==> src/hdl/sha256_pkg.sv <==
// Package with SHA-256 constants, state encoding and round functions.
package sha256_pkg;

    localparam logic [31:0] H_INIT [8] = '{
        32'h6a09e667, 32'hbb67ae85, 32'h3c6ef372, 32'ha54ff53a,
        32'h510e527f, 32'h9b05688c, 32'h1f83d9ab, 32'h5be0cd19
    };

    localparam logic [31:0] ROUND_K [64] = '{
        32'h428a2f98, 32'h71374491, 32'hb5c0fbcf, 32'he9b5dba5,
        32'h3956c25b, 32'h59f111f1, 32'h923f82a4, 32'hab1c5ed5,
        32'hd807aa98, 32'h12835b01, 32'h243185be, 32'h550c7dc3,
        32'h72be5d74, 32'h80deb1fe, 32'h9bdc06a7, 32'hc19bf174,
        32'he49b69c1, 32'hefbe4786, 32'h0fc19dc6, 32'h240ca1cc,
        32'h2de92c6f, 32'h4a7484aa, 32'h5cb0a9dc, 32'h76f988da,
        32'h983e5152, 32'ha831c66d, 32'hb00327c8, 32'hbf597fc7,
        32'hc6e00bf3, 32'hd5a79147, 32'h06ca6351, 32'h14292967,
        32'h27b70a85, 32'h2e1b2138, 32'h4d2c6dfc, 32'h53380d13,
        32'h650a7354, 32'h766a0abb, 32'h81c2c92e, 32'h92722c85,
        32'ha2bfe8a1, 32'ha81a664b, 32'hc24b8b70, 32'hc76c51a3,
        32'hd192e819, 32'hd6990624, 32'hf40e3585, 32'h106aa070,
        32'h19a4c116, 32'h1e376c08, 32'h2748774c, 32'h34b0bcb5,
        32'h391c0cb3, 32'h4ed8aa4a, 32'h5b9cca4f, 32'h682e6ff3,
        32'h748f82ee, 32'h78a5636f, 32'h84c87814, 32'h8cc70208,
        32'h90befffa, 32'ha4506ceb, 32'hbef9a3f7, 32'hc67178f2
    };

    localparam logic [7:0] PAD_BYTE = 8'h80;
    localparam logic [5:0] LEN_POS  = 6'd56;

    // Sequencer states.
    typedef enum logic [5:0] {
        ST_IDLE  = 6'b000001,
        ST_BYTES = 6'b000010,
        ST_PAD   = 6'b000100,
        ST_ROUND = 6'b001000,
        ST_ADD   = 6'b010000,
        ST_OUT   = 6'b100000
    } state_t;

    // Controls handed from the sequencer to the round unit.
    typedef struct packed {
        logic       load;
        logic       step;
        logic       add;
        logic       reinit;
        logic [5:0] round;
    } round_ctrl_t;

    function automatic logic [31:0] rotr(input logic [31:0] x, input int n);
        rotr = (x >> n) | (x << (32 - n));
    endfunction

endpackage

==> src/hdl/sha256_message_hash.sv <==
// Top level of the SHA-256 message hasher: input buffering, padding and sequencing.
// Usage: the message arrives on the s_ channel as big-endian 32-bit words,
// one word per beat. s_tdata carries the word and the count of valid leading
// bytes, s_tlast marks the final word. Each beat places its bytes into a
// 64-byte block buffer at one byte per cycle; when the buffer fills, the
// shared round unit runs the 64 rounds one per cycle, then an add step adds the
// result into the chain hash. s_tready is low while a word is in work.
// A last word also pads at one byte per cycle, pausing while a full block
// is hashed (up to 64 bytes, closing one or two blocks), then presents
// eight digest beats on m_, word 0 first, m_tlast on the eighth. If the
// receiver holds m_tready low, the current digest beat holds and nothing
// else moves. After the eighth beat the block re-arms with the initial
// hash and a zero length. Reset (aresetn low, synchronous) returns to
// idle with the initial hash loaded; the block buffer is cleared at reset
// and as each block is consumed.
module sha256_message_hash (
    input  logic        aclk,
    input  logic        aresetn,
    input  logic        s_tvalid,
    output logic        s_tready,
    input  logic [39:0] s_tdata,   // message_word[31:0], byte_count[34:32], zero fill
    input  logic        s_tlast,   // is_last
    output logic        m_tvalid,
    input  logic        m_tready,
    output logic [39:0] m_tdata,   // digest_word[31:0], word_index[34:32], zero fill
    output logic        m_tlast    // last_word
);

    sha256_pkg::state_t      state_reg, state_next;
    sha256_pkg::round_ctrl_t ctrl;

    logic [31:0] word_reg;
    logic [2:0]  count_reg;
    logic        last_reg;
    logic [5:0]  pos_reg;
    logic [63:0] len_reg;
    logic [5:0]  round_reg;
    logic [2:0]  out_idx_reg;
    logic        final_reg;   // pad byte of the last word still to be placed
    logic [31:0] blk_reg [16];
    logic [31:0] hash_word;

    logic        put_en;
    logic [7:0]  put_byte;
    logic [4:0]  shift;

    assign s_tready = (state_reg == sha256_pkg::ST_IDLE);
    assign m_tvalid = (state_reg == sha256_pkg::ST_OUT);
    assign m_tdata  = {5'd0, out_idx_reg, hash_word};
    assign m_tlast  = (out_idx_reg == 3'd7);

    // Round unit controls.
    always_comb begin
        ctrl.load   = 1'b0;
        ctrl.step   = (state_reg == sha256_pkg::ST_ROUND);
        ctrl.add    = (state_reg == sha256_pkg::ST_ADD);
        ctrl.reinit = m_tvalid && m_tready && m_tlast;
        ctrl.round  = round_reg;
        // Working variables load as the buffer fills or padding reaches the length field, in the cycle before round 0.
        if (put_en && pos_reg == 6'd63) ctrl.load = 1'b1;
        if (state_reg == sha256_pkg::ST_PAD && pos_reg == sha256_pkg::LEN_POS
            && !put_en) ctrl.load = 1'b1;
    end

    sha256_round u_round (
        .aclk      (aclk),
        .aresetn   (aresetn),
        .ctrl      (ctrl),
        .block_word(blk_reg[round_reg[3:0]]),
        .hash_sel  (out_idx_reg),
        .hash_word (hash_word)
    );

    // Byte placement: message bytes, then the pad byte and zeros.
    always_comb begin
        put_en   = 1'b0;
        put_byte = 8'd0;
        if (state_reg == sha256_pkg::ST_BYTES && count_reg != 3'd0) begin
            put_en   = 1'b1;
            put_byte = word_reg[31:24];
        end else if (state_reg == sha256_pkg::ST_PAD && !final_reg
                     && pos_reg != sha256_pkg::LEN_POS) begin
            put_en   = 1'b1;
        end else if (state_reg == sha256_pkg::ST_PAD && final_reg) begin
            put_en   = 1'b1;
            put_byte = sha256_pkg::PAD_BYTE;
        end
        shift = 5'(24 - 8 * pos_reg[1:0]);
    end

    // Sequencer.
    always_comb begin
        state_next = state_reg;
        unique case (state_reg)
            sha256_pkg::ST_IDLE:
                if (s_tvalid) state_next = sha256_pkg::ST_BYTES;
            sha256_pkg::ST_BYTES:
                if (put_en && pos_reg == 6'd63) state_next = sha256_pkg::ST_ROUND;
                else if (count_reg == 3'd0)
                    state_next = last_reg ? sha256_pkg::ST_PAD : sha256_pkg::ST_IDLE;
            sha256_pkg::ST_PAD:
                if (put_en && pos_reg == 6'd63) state_next = sha256_pkg::ST_ROUND;
                else if (!put_en) state_next = sha256_pkg::ST_ROUND;
            sha256_pkg::ST_ROUND:
                if (round_reg == 6'd63) state_next = sha256_pkg::ST_ADD;
            sha256_pkg::ST_ADD:
                // Only the closing block leaves the fill position at the length field.
                if (last_reg && count_reg == 3'd0
                    && (final_reg || pos_reg != sha256_pkg::LEN_POS))
                    state_next = sha256_pkg::ST_PAD;
                else if (last_reg && count_reg == 3'd0)
                    state_next = sha256_pkg::ST_OUT;
                else if (count_reg != 3'd0)
                    state_next = sha256_pkg::ST_BYTES;
                else
                    state_next = sha256_pkg::ST_IDLE;
            sha256_pkg::ST_OUT:
                if (m_tready && m_tlast) state_next = sha256_pkg::ST_IDLE;
            default: state_next = sha256_pkg::ST_IDLE;
        endcase
    end

    always_ff @(posedge aclk) begin
        if (!aresetn) begin
            state_reg   <= sha256_pkg::ST_IDLE;
            pos_reg     <= 6'd0;
            len_reg     <= 64'd0;
            round_reg   <= 6'd0;
            out_idx_reg <= 3'd0;
            final_reg   <= 1'b0;
            count_reg   <= 3'd0;
            last_reg    <= 1'b0;
        end else begin
            state_reg <= state_next;
            // Capture an input beat, clamping the byte count at four.
            if (s_tvalid && s_tready) begin
                word_reg  <= s_tdata[31:0];
                count_reg <= (s_tdata[34:32] > 3'd4) ? 3'd4 : s_tdata[34:32];
                last_reg  <= s_tlast;
                final_reg <= s_tlast;
            end
            // One byte per cycle into the buffer.
            if (put_en) begin
                pos_reg <= pos_reg + 6'd1;
                if (state_reg == sha256_pkg::ST_BYTES) begin
                    word_reg  <= {word_reg[23:0], 8'd0};
                    count_reg <= count_reg - 3'd1;
                    len_reg   <= len_reg + 64'd8;
                end else if (final_reg) begin
                    final_reg <= 1'b0;
                end
            end
            // Round counter.
            if (state_reg == sha256_pkg::ST_ROUND) round_reg <= round_reg + 6'd1;
            // Digest beats.
            if (m_tvalid && m_tready) begin
                out_idx_reg <= out_idx_reg + 3'd1;
                if (m_tlast) begin
                    pos_reg   <= 6'd0;
                    len_reg   <= 64'd0;
                    last_reg  <= 1'b0;
                end
            end
        end
    end

    // Block buffer: bytes are merged in, the length lands in the last two words
    // at the closing block, and each word clears as its round consumes it.
    always_ff @(posedge aclk) begin
        if (put_en) begin
            blk_reg[pos_reg[5:2]] <= (blk_reg[pos_reg[5:2]] & ~(32'hff << shift))
                                     | ({24'd0, put_byte} << shift);
        end else if (state_reg == sha256_pkg::ST_PAD) begin
            blk_reg[14] <= len_reg[63:32];
            blk_reg[15] <= len_reg[31:0];
        end
        if (state_reg == sha256_pkg::ST_ROUND && round_reg < 6'd16) begin
            blk_reg[round_reg[3:0]] <= 32'd0;
        end
        if (!aresetn || (m_tvalid && m_tready && m_tlast)) begin
            for (int j = 0; j < 16; j++) blk_reg[j] <= 32'd0;
        end
    end

endmodule

==> src/hdl/sha256_round.sv <==
// Shared SHA-256 round unit: working variables, schedule window and chain hash.
module sha256_round (
    input  logic                     aclk,
    input  logic                     aresetn,
    input  sha256_pkg::round_ctrl_t  ctrl,
    input  logic [31:0]              block_word,
    input  logic [2:0]               hash_sel,
    output logic [31:0]              hash_word
);

    logic [31:0] hash_reg [8];
    logic [31:0] var_reg  [8];
    logic [31:0] win_reg  [16];

    logic [31:0] w_t, s0, s1, t1, t2, ch, maj, ep0, ep1;
    logic [31:0] a, b, c, e, f, g, h, w2, w7, w15, w16;

    always_comb begin
        a = var_reg[0]; b = var_reg[1]; c = var_reg[2];
        e = var_reg[4]; f = var_reg[5]; g = var_reg[6]; h = var_reg[7];
        w2  = win_reg[4'(ctrl.round - 6'd2)];
        w7  = win_reg[4'(ctrl.round - 6'd7)];
        w15 = win_reg[4'(ctrl.round - 6'd15)];
        w16 = win_reg[ctrl.round[3:0]];
        s1 = sha256_pkg::rotr(w2, 17) ^ sha256_pkg::rotr(w2, 19) ^ (w2 >> 10);
        s0 = sha256_pkg::rotr(w15, 7) ^ sha256_pkg::rotr(w15, 18) ^ (w15 >> 3);
        // Message schedule word for this round.
        w_t = (ctrl.round < 6'd16) ? block_word : s1 + w7 + s0 + w16;
        ep1 = sha256_pkg::rotr(e, 6) ^ sha256_pkg::rotr(e, 11) ^ sha256_pkg::rotr(e, 25);
        ep0 = sha256_pkg::rotr(a, 2) ^ sha256_pkg::rotr(a, 13) ^ sha256_pkg::rotr(a, 22);
        ch  = (e & f) ^ (~e & g);
        maj = (a & b) ^ (a & c) ^ (b & c);
        t1 = h + ep1 + ch + sha256_pkg::ROUND_K[ctrl.round] + w_t;
        t2 = ep0 + maj;
    end

    assign hash_word = hash_reg[hash_sel];

    // Working variables and schedule window update once per round.
    always_ff @(posedge aclk) begin
        if (ctrl.load) begin
            for (int j = 0; j < 8; j++) var_reg[j] <= hash_reg[j];
        end else if (ctrl.step) begin
            win_reg[ctrl.round[3:0]] <= w_t;
            var_reg[7] <= g;
            var_reg[6] <= f;
            var_reg[5] <= e;
            var_reg[4] <= var_reg[3] + t1;
            var_reg[3] <= c;
            var_reg[2] <= b;
            var_reg[1] <= a;
            var_reg[0] <= t1 + t2;
        end
    end

    // Chain hash: reset to the initial values (also on re-arm), accumulate after each block.
    always_ff @(posedge aclk) begin
        if (!aresetn || ctrl.reinit) begin
            for (int j = 0; j < 8; j++) hash_reg[j] <= sha256_pkg::H_INIT[j];
        end else if (ctrl.add) begin
            for (int j = 0; j < 8; j++) hash_reg[j] <= hash_reg[j] + var_reg[j];
        end
    end

endmodule

==> config.mk <==
export PLATFORM = sky130hd
export DESIGN_NAME = sha256_message_hash
export DESIGN_NICKNAME = d
export VERILOG_FILES = /design/src/hdl/sha256_pkg.sv /design/src/hdl/sha256_message_hash.sv /design/src/hdl/sha256_round.sv
export SDC_FILE = /design/constraint.sdc
export NUM_CORES = 2
export LEC_CHECK = 0
export ABC_CLOCK_PERIOD_IN_PS = 36400
export CAP_MARGIN = 5
export CORE_ASPECT_RATIO = 0.9
export CORE_UTILIZATION = 60
export CTS_BUF_LIST = sky130_fd_sc_hd__clkbuf_8 sky130_fd_sc_hd__clkbuf_16
export DETAILED_ROUTE_END_ITERATION = 12
export DONT_BUFFER_PORTS = 1
export PLACE_DENSITY = 0.78
export SYNTH_ARGS = -nofsm -noshare
export SYNTH_HDL_FRONTEND = slang
export SYNTH_SLANG_ARGS = --single-unit
==> constraint.sdc <==
create_clock -name aclk -period 36.4 [get_ports aclk]
set_input_delay 3.64 -clock aclk [delete_from_list [all_inputs] [get_ports aclk]]
set_output_delay 3.64 -clock aclk [all_outputs]
set_load 0.02 [all_outputs]
# == Yosys cells after proc, flatten, opt, wreduce, memory -nomap -nowiden ==
# Memories as Yosys holds them, arrays and structs flattened. A register that Yosys moved wholly into a read port is not among the register bits.
# Index checks and enable logic that the tools add are counted.
# totals
ff_bits,122
ram_bits,1536
mem_bits_ro,2048
input_bits,45
mem_count,5
# mem_list
memory,words,word_bits,read_ports,rd_ports_with_merged_regs,wr,line_no,rtl
(name not given),64,32,1,0,0,sha256_round.sv:33,t1 = h + ep1 + ch + sha256_pkg::ROUND_K[ctrl.round] + w_t;
blk_reg,16,32,2,2,17,sha256_message_hash.sv:40,logic [31:0] blk_reg [16];
u_round.win_reg,16,32,4,1,1,sha256_round.sv:13,logic [31:0] win_reg [16];
u_round.hash_reg,8,32,9,1,8,sha256_round.sv:11,logic [31:0] hash_reg [8];
u_round.var_reg,8,32,8,0,8,sha256_round.sv:12,logic [31:0] var_reg [8];
# classes
add_sub_neg,27
order_cmp,3
shifts,2
mux,89
n_eq_ne,18
bitwise_logic,55
n_reduce_logical,23
# ops
cell,count
2-to-1 mux 32 bit,25
adder 32 bit,18
bitwise XOR 32 bit,9
2-to-1 mux 64 bit,4
AND 32 bit,6
2-to-1 mux 6 bit,12
adder 64 x 4 -> 64 bit (second input constant),1
NOT 32 bit,2
case mux 6 bit (6 select lines),1
bitwise OR 10 x 32 -> 32 bit,1
bitwise OR 13 x 32 -> 32 bit,1
bitwise OR 14 x 32 -> 32 bit,1
bitwise OR 15 x 32 -> 32 bit,1
bitwise OR 19 x 32 -> 32 bit,1
bitwise OR 21 x 32 -> 32 bit,1
bitwise OR 25 x 32 -> 32 bit,1
bitwise OR 26 x 32 -> 32 bit,1
bitwise OR 30 x 32 -> 32 bit,1
bitwise OR 32 bit,1
bitwise OR 7 x 32 -> 32 bit,1
OR reduction 32 bit,1
<< shifter 8 x 5 -> 32 bit,1
<< shifter 8 x 5 -> 32 bit (first input constant),1
bitwise XOR 32 x 22 -> 32 bit,1
39 further kinds,124

# == Longest topological paths before layout ==
# depth
ltp_word,12
depth_mapped,53

# == Cells and area by module ==
# From an unflattened synthesis, not the netlist that was laid out.
# hier_totals
hier_cells,9964
hier_area_um2,109935.4
# modules_own_cells
module,cells_each,area_each_um2,n_inst
sha256_round,6925,77997.3,1
sha256_message_hash,3039,31938.1,1

# == Worst setup path after synthesis ==
# No wires, ideal clock.
# synth_timing
kind,reg-to-reg
startpoint,reg round_reg[0]
endpoint,mem u_round.var_reg[0][31] (data pin)
setup_slack_ns,23.692
arrival_ns,12.445
required_time_ns,36.137
path_stages_with_launch,53
setup_ns,0.263
path_buffers,9
period_less_slack_ns,12.708
cell_sequence,dfxtp_1 -> buf_6 -> buf_12 -> buf_2 -> inv_2 -> buf_1 -> ha_1 -> buf_2 -> buf_2 -> buf_1 -> clkbuf_1 -> buf_1 -> mux4_2 -> mux4_2 -> inv_1 -> fa_1 -> fa_1 -> inv_1 -> [17 not listed] -> nor2_1 -> xnor2_1 -> inv_1 -> fa_1 -> inv_1 -> ha_1 -> nand2_1 -> a21oi_1 -> a221oi_1 -> o31ai_1 -> o31a_1 -> o21ai_0 -> o21ai_0 -> nor3_1 -> o21bai_1 -> a21oi_1 -> xnor2_1 -> o21ai_1
# synth_lines
item,line_no,rtl
"start, declared",sha256_message_hash.sv:37,logic [5:0] round_reg;
"start signal, assigned",sha256_message_hash.sv:154,if (state_reg == sha256_pkg::ST_ROUND) round_reg <= round_reg + 6'd1;
"end, declared",sha256_round.sv:12,

==> run_results.csv <==
group,metric,value,unit
outcome,status,"finished clean",
clock_tree,cts_tree,"yes",
worst_setup_path,crit_required,36940,ps
route,drt_wl_total,365000,µm
timing,setup_viol,0,
placed_design,port_buffers,0,
placed_design,dp_hpwl,242000,µm
layout,layout_common_cells,"nand2_1 (2063), edfxtp_1 (1120), mux4_2 (888)",
timing,finalCriticalPeriod,15860,ps
power,intPower,3080,µW
global_routing,grt_busiest_layer,"met2",
worst_setup_path,crit_type,"flip-flop to flip-flop",
clock_tree,clock_sinks,1662,
timing,fin_tns_setup,0,ps
power,power_density,34.9,nW/µm²
logic_synthesis,synth_xor_area_frac,0.0508,
power,p_leak,0.0410,µW
logic_synthesis,synth_area_per_cell,10.9,µm²
route,num_vias,85900,
logic_synthesis,synth-compound-area-share,0.104,
global_routing,antenna_found_initial,10,
power,swShare,0.240,
route,antenna_left,0,
worst_setup_path,worst-path-buf-inv,7,
die,die_x,450,µm
layout,fill_cells,13300,
clock_tree,clkTransAtPathRegs,70,ps
placed_design,gp_congestion,1.03,
power,combPwrFrac,0.044,
clock_tree,clk_path_buf_depth,3,
layout,drive_above_1_share,0.153,
timing,relSlewSlack,0.0217,
die,die_y,405,µm
worst_setup_path,r2r_slack,20540,ps
power,p_total,4050,µW
global_routing,use_met2,0.570,
clock_tree,ctsHoldBuffers,0,
timing,skew,57.8,ps
route,vias_per_cell,7.08,
clock_tree,cts_root_buf,"clkbuf_16",
global_routing,grtUsageMet3,0.141,
clock_tree,cts-resized-gates,0,
layout,final_common_cell,"nand2_1",
worst_setup_path,critPathMaxStageDelay,930,ps
logic_synthesis,synth_mux_area_frac,0.194,
timing,fin_ws,20540,ps
power,switching_power,971,µW
logic_synthesis,ys_dominant_reg_cell,"edfxtp_1",
logic_synthesis,ys.warnings.count,0,
logic_synthesis,synthSimpleGateAreaFrac,0.120,
die,rows,147,
run,max_cap_viol_count,0,
power,seqPwrFrac,0.509,
timing,max_freq,63.0,MHz
worst_setup_path,crit_arrival,16400,ps
die,ios,88,
layout,finalNetCount,10200,
layout,area_growth,7.26,%
worst_setup_path,cp_top_family,"compound AO/OA/AOI/OAI gates",
layout,regArea,44500,µm²
clock_tree,post_cts_buffers,0,
worst_setup_path,ff2ff_path_depth,45,
route,post_drt_wl_per_cell,30.1,µm
clock_tree,cts_buffers,175,
logic_synthesis,synthCells,9933,
route,drtIter0Drc,13800,
logic_synthesis,netlist-cell-type-count,90,
worst_setup_path,cp_max_fo,93,
clock_tree,cts_max_level,4,
global_routing,met1_usage,0.539,
logic_synthesis,synth_edf_count,1120,
timing,finalHoldViolations,0,
timing,min_period_over_period,0.436,
logic_synthesis,synth_top_family_by_area,"multiplexers",
worst_setup_path,cp-end-kind,"flip-flop",
die,start_util,0.606,
logic_synthesis,synth-async-reset-ratio,0,
logic_synthesis,ys_ff_latch,1662,
power,clkPwrFrac,0.446,
global_routing,grt_pass1_vias,83600,
worst_setup_path,cpMaxStageDelayCell,"a21oi_1",
worst_setup_path,critical_path_depth,45,
global_routing,grtUsageTotal,0.396,
logic_synthesis,ys_seq_area_frac,0.411,
timing,drv_slew,0,
logic_synthesis,syn-cell-area,108000,µm²
route,drc_errors,0,
die,coreArea,179000,µm²
die,die_area,182000,µm²
timing,tightest_slew,1470,ps
clock_tree,clkLatencyLatePin,860,ps
layout,multiInputGateArea,60300,µm²
worst_setup_path,start_kind,"flip-flop",
timing,grt_setup_unrepaired,"false",
worst_setup_path,startpoint,"round_reg[0]",
worst_setup_path,crit_end,"u_round.var_reg[0][31]",
worst_setup_path,reg2reg_to,"u_round.var_reg[0][31]",
global_routing,grt_start_max_net_pins,238,
global_routing,grt_pass1_wl,538000,µm
placed_design,pre_cts_slack,21230,ps
power,peakVddDrop,0.0000494,V
route,firstDrtPassIters,7,
logic_synthesis,synth_fa_ha_area_frac,0.0840,
worst_hold_path,hp-class,"flip-flop to flip-flop",
worst_setup_path,timing.rr.start,"round_reg[0]",
global_routing,grt_overflow,0,
-- cell type report --
type	instances	share of cell area
diodes	5	0.000108
inverters	364	0.0118
flip-flops and latches	1662	0.383
multi-input cells	7240	0.519
clock buffers	187	0.0393
repair buffers	161	0.0108
well taps	2384	0.0257
clock inverters	137	0.0102
-- tightest hold or removal path, delay by kind of cell, from the launching register on --
kind            cells  cell delay [ps]
flops               1              310
compound gates      1               50
simple gates        1               50
-- layer usage --
layer | routed length [µm] | part of all wire
met1 | 131000 | 0.36
met2 | 154000 | 0.42
met3 | 59500 | 0.16
met4 | 19800 | 0.054
met5 | 64 | 0.00018
-- worst min-delay path by stage --
stage,startpoint,endpoint,slack [ps],depth (start not counted)
finish,blk_reg[13][17],blk_reg[13][17],470,2
global route,blk_reg[9][6],blk_reg[9][6],480,2
CTS,blk_reg[13][12],blk_reg[13][12],460,2
detailed placement,blk_reg[9][19],blk_reg[9][19],460,2
global placement,blk_reg[13][22],blk_reg[13][22],450,2
floorplan,blk_reg[10][31],blk_reg[10][31],440,2
-- Yosys cell counts, types with 60 or more instances --
library cell     n  area (µm²)
nand2_1       2065        7750
edfxtp_1      1120       33600
mux4_2         888       20000
a21oi_1        880        4400
clkbuf_1       544        2040
dfxtp_1        542       10900
nor2_1         522        1960
ha_1           400        5000
xnor2_1        376        3290
inv_1          360        1350
o21ai_0        335        1680
xor2_1         244        2140
fa_1           195        3900
a21o_1         176        1320
nand3_1        115         576
buf_1          104         390
nor3_1          92         460
a31oi_1         75         469
mux2_2          63         709
o21bai_1        60         450
-- through the flow --
stage	utilization	instance area (µm²)	cells	hold slack, ps
global placement	0.618	110000	11800	448
floorplan	-	108000	9937	443
finish	0.650	116000	12100	466
CTS	0.650	116000	12100	464
global route	0.650	116000	12100	478
detailed placement	0.618	110000	11800	456
-- logic make-up after synthesis --
logic type,after synthesis
adder cells (fa/ha/maj),614
AO/OA/AOI/OAI,1884
XOR/XNOR,623
flip-flops,1662
multiplexers,975
other,1
buffers and inverters,1035
AND/OR/NAND/NOR,3139
-- power by group through the flow --
stage	clock (µW)	sequential [µW]	combinational (µW)
5_1_grt	1880	2060	196
2_1_floorplan	0	2090	132
3_5_place_dp	0	2100	173
4_1_cts	1810	2060	175
6_report	1810	2060	180
3_3_place_gp	0	2100	167
No activity file was read; power rests on OpenSTA's default activity.
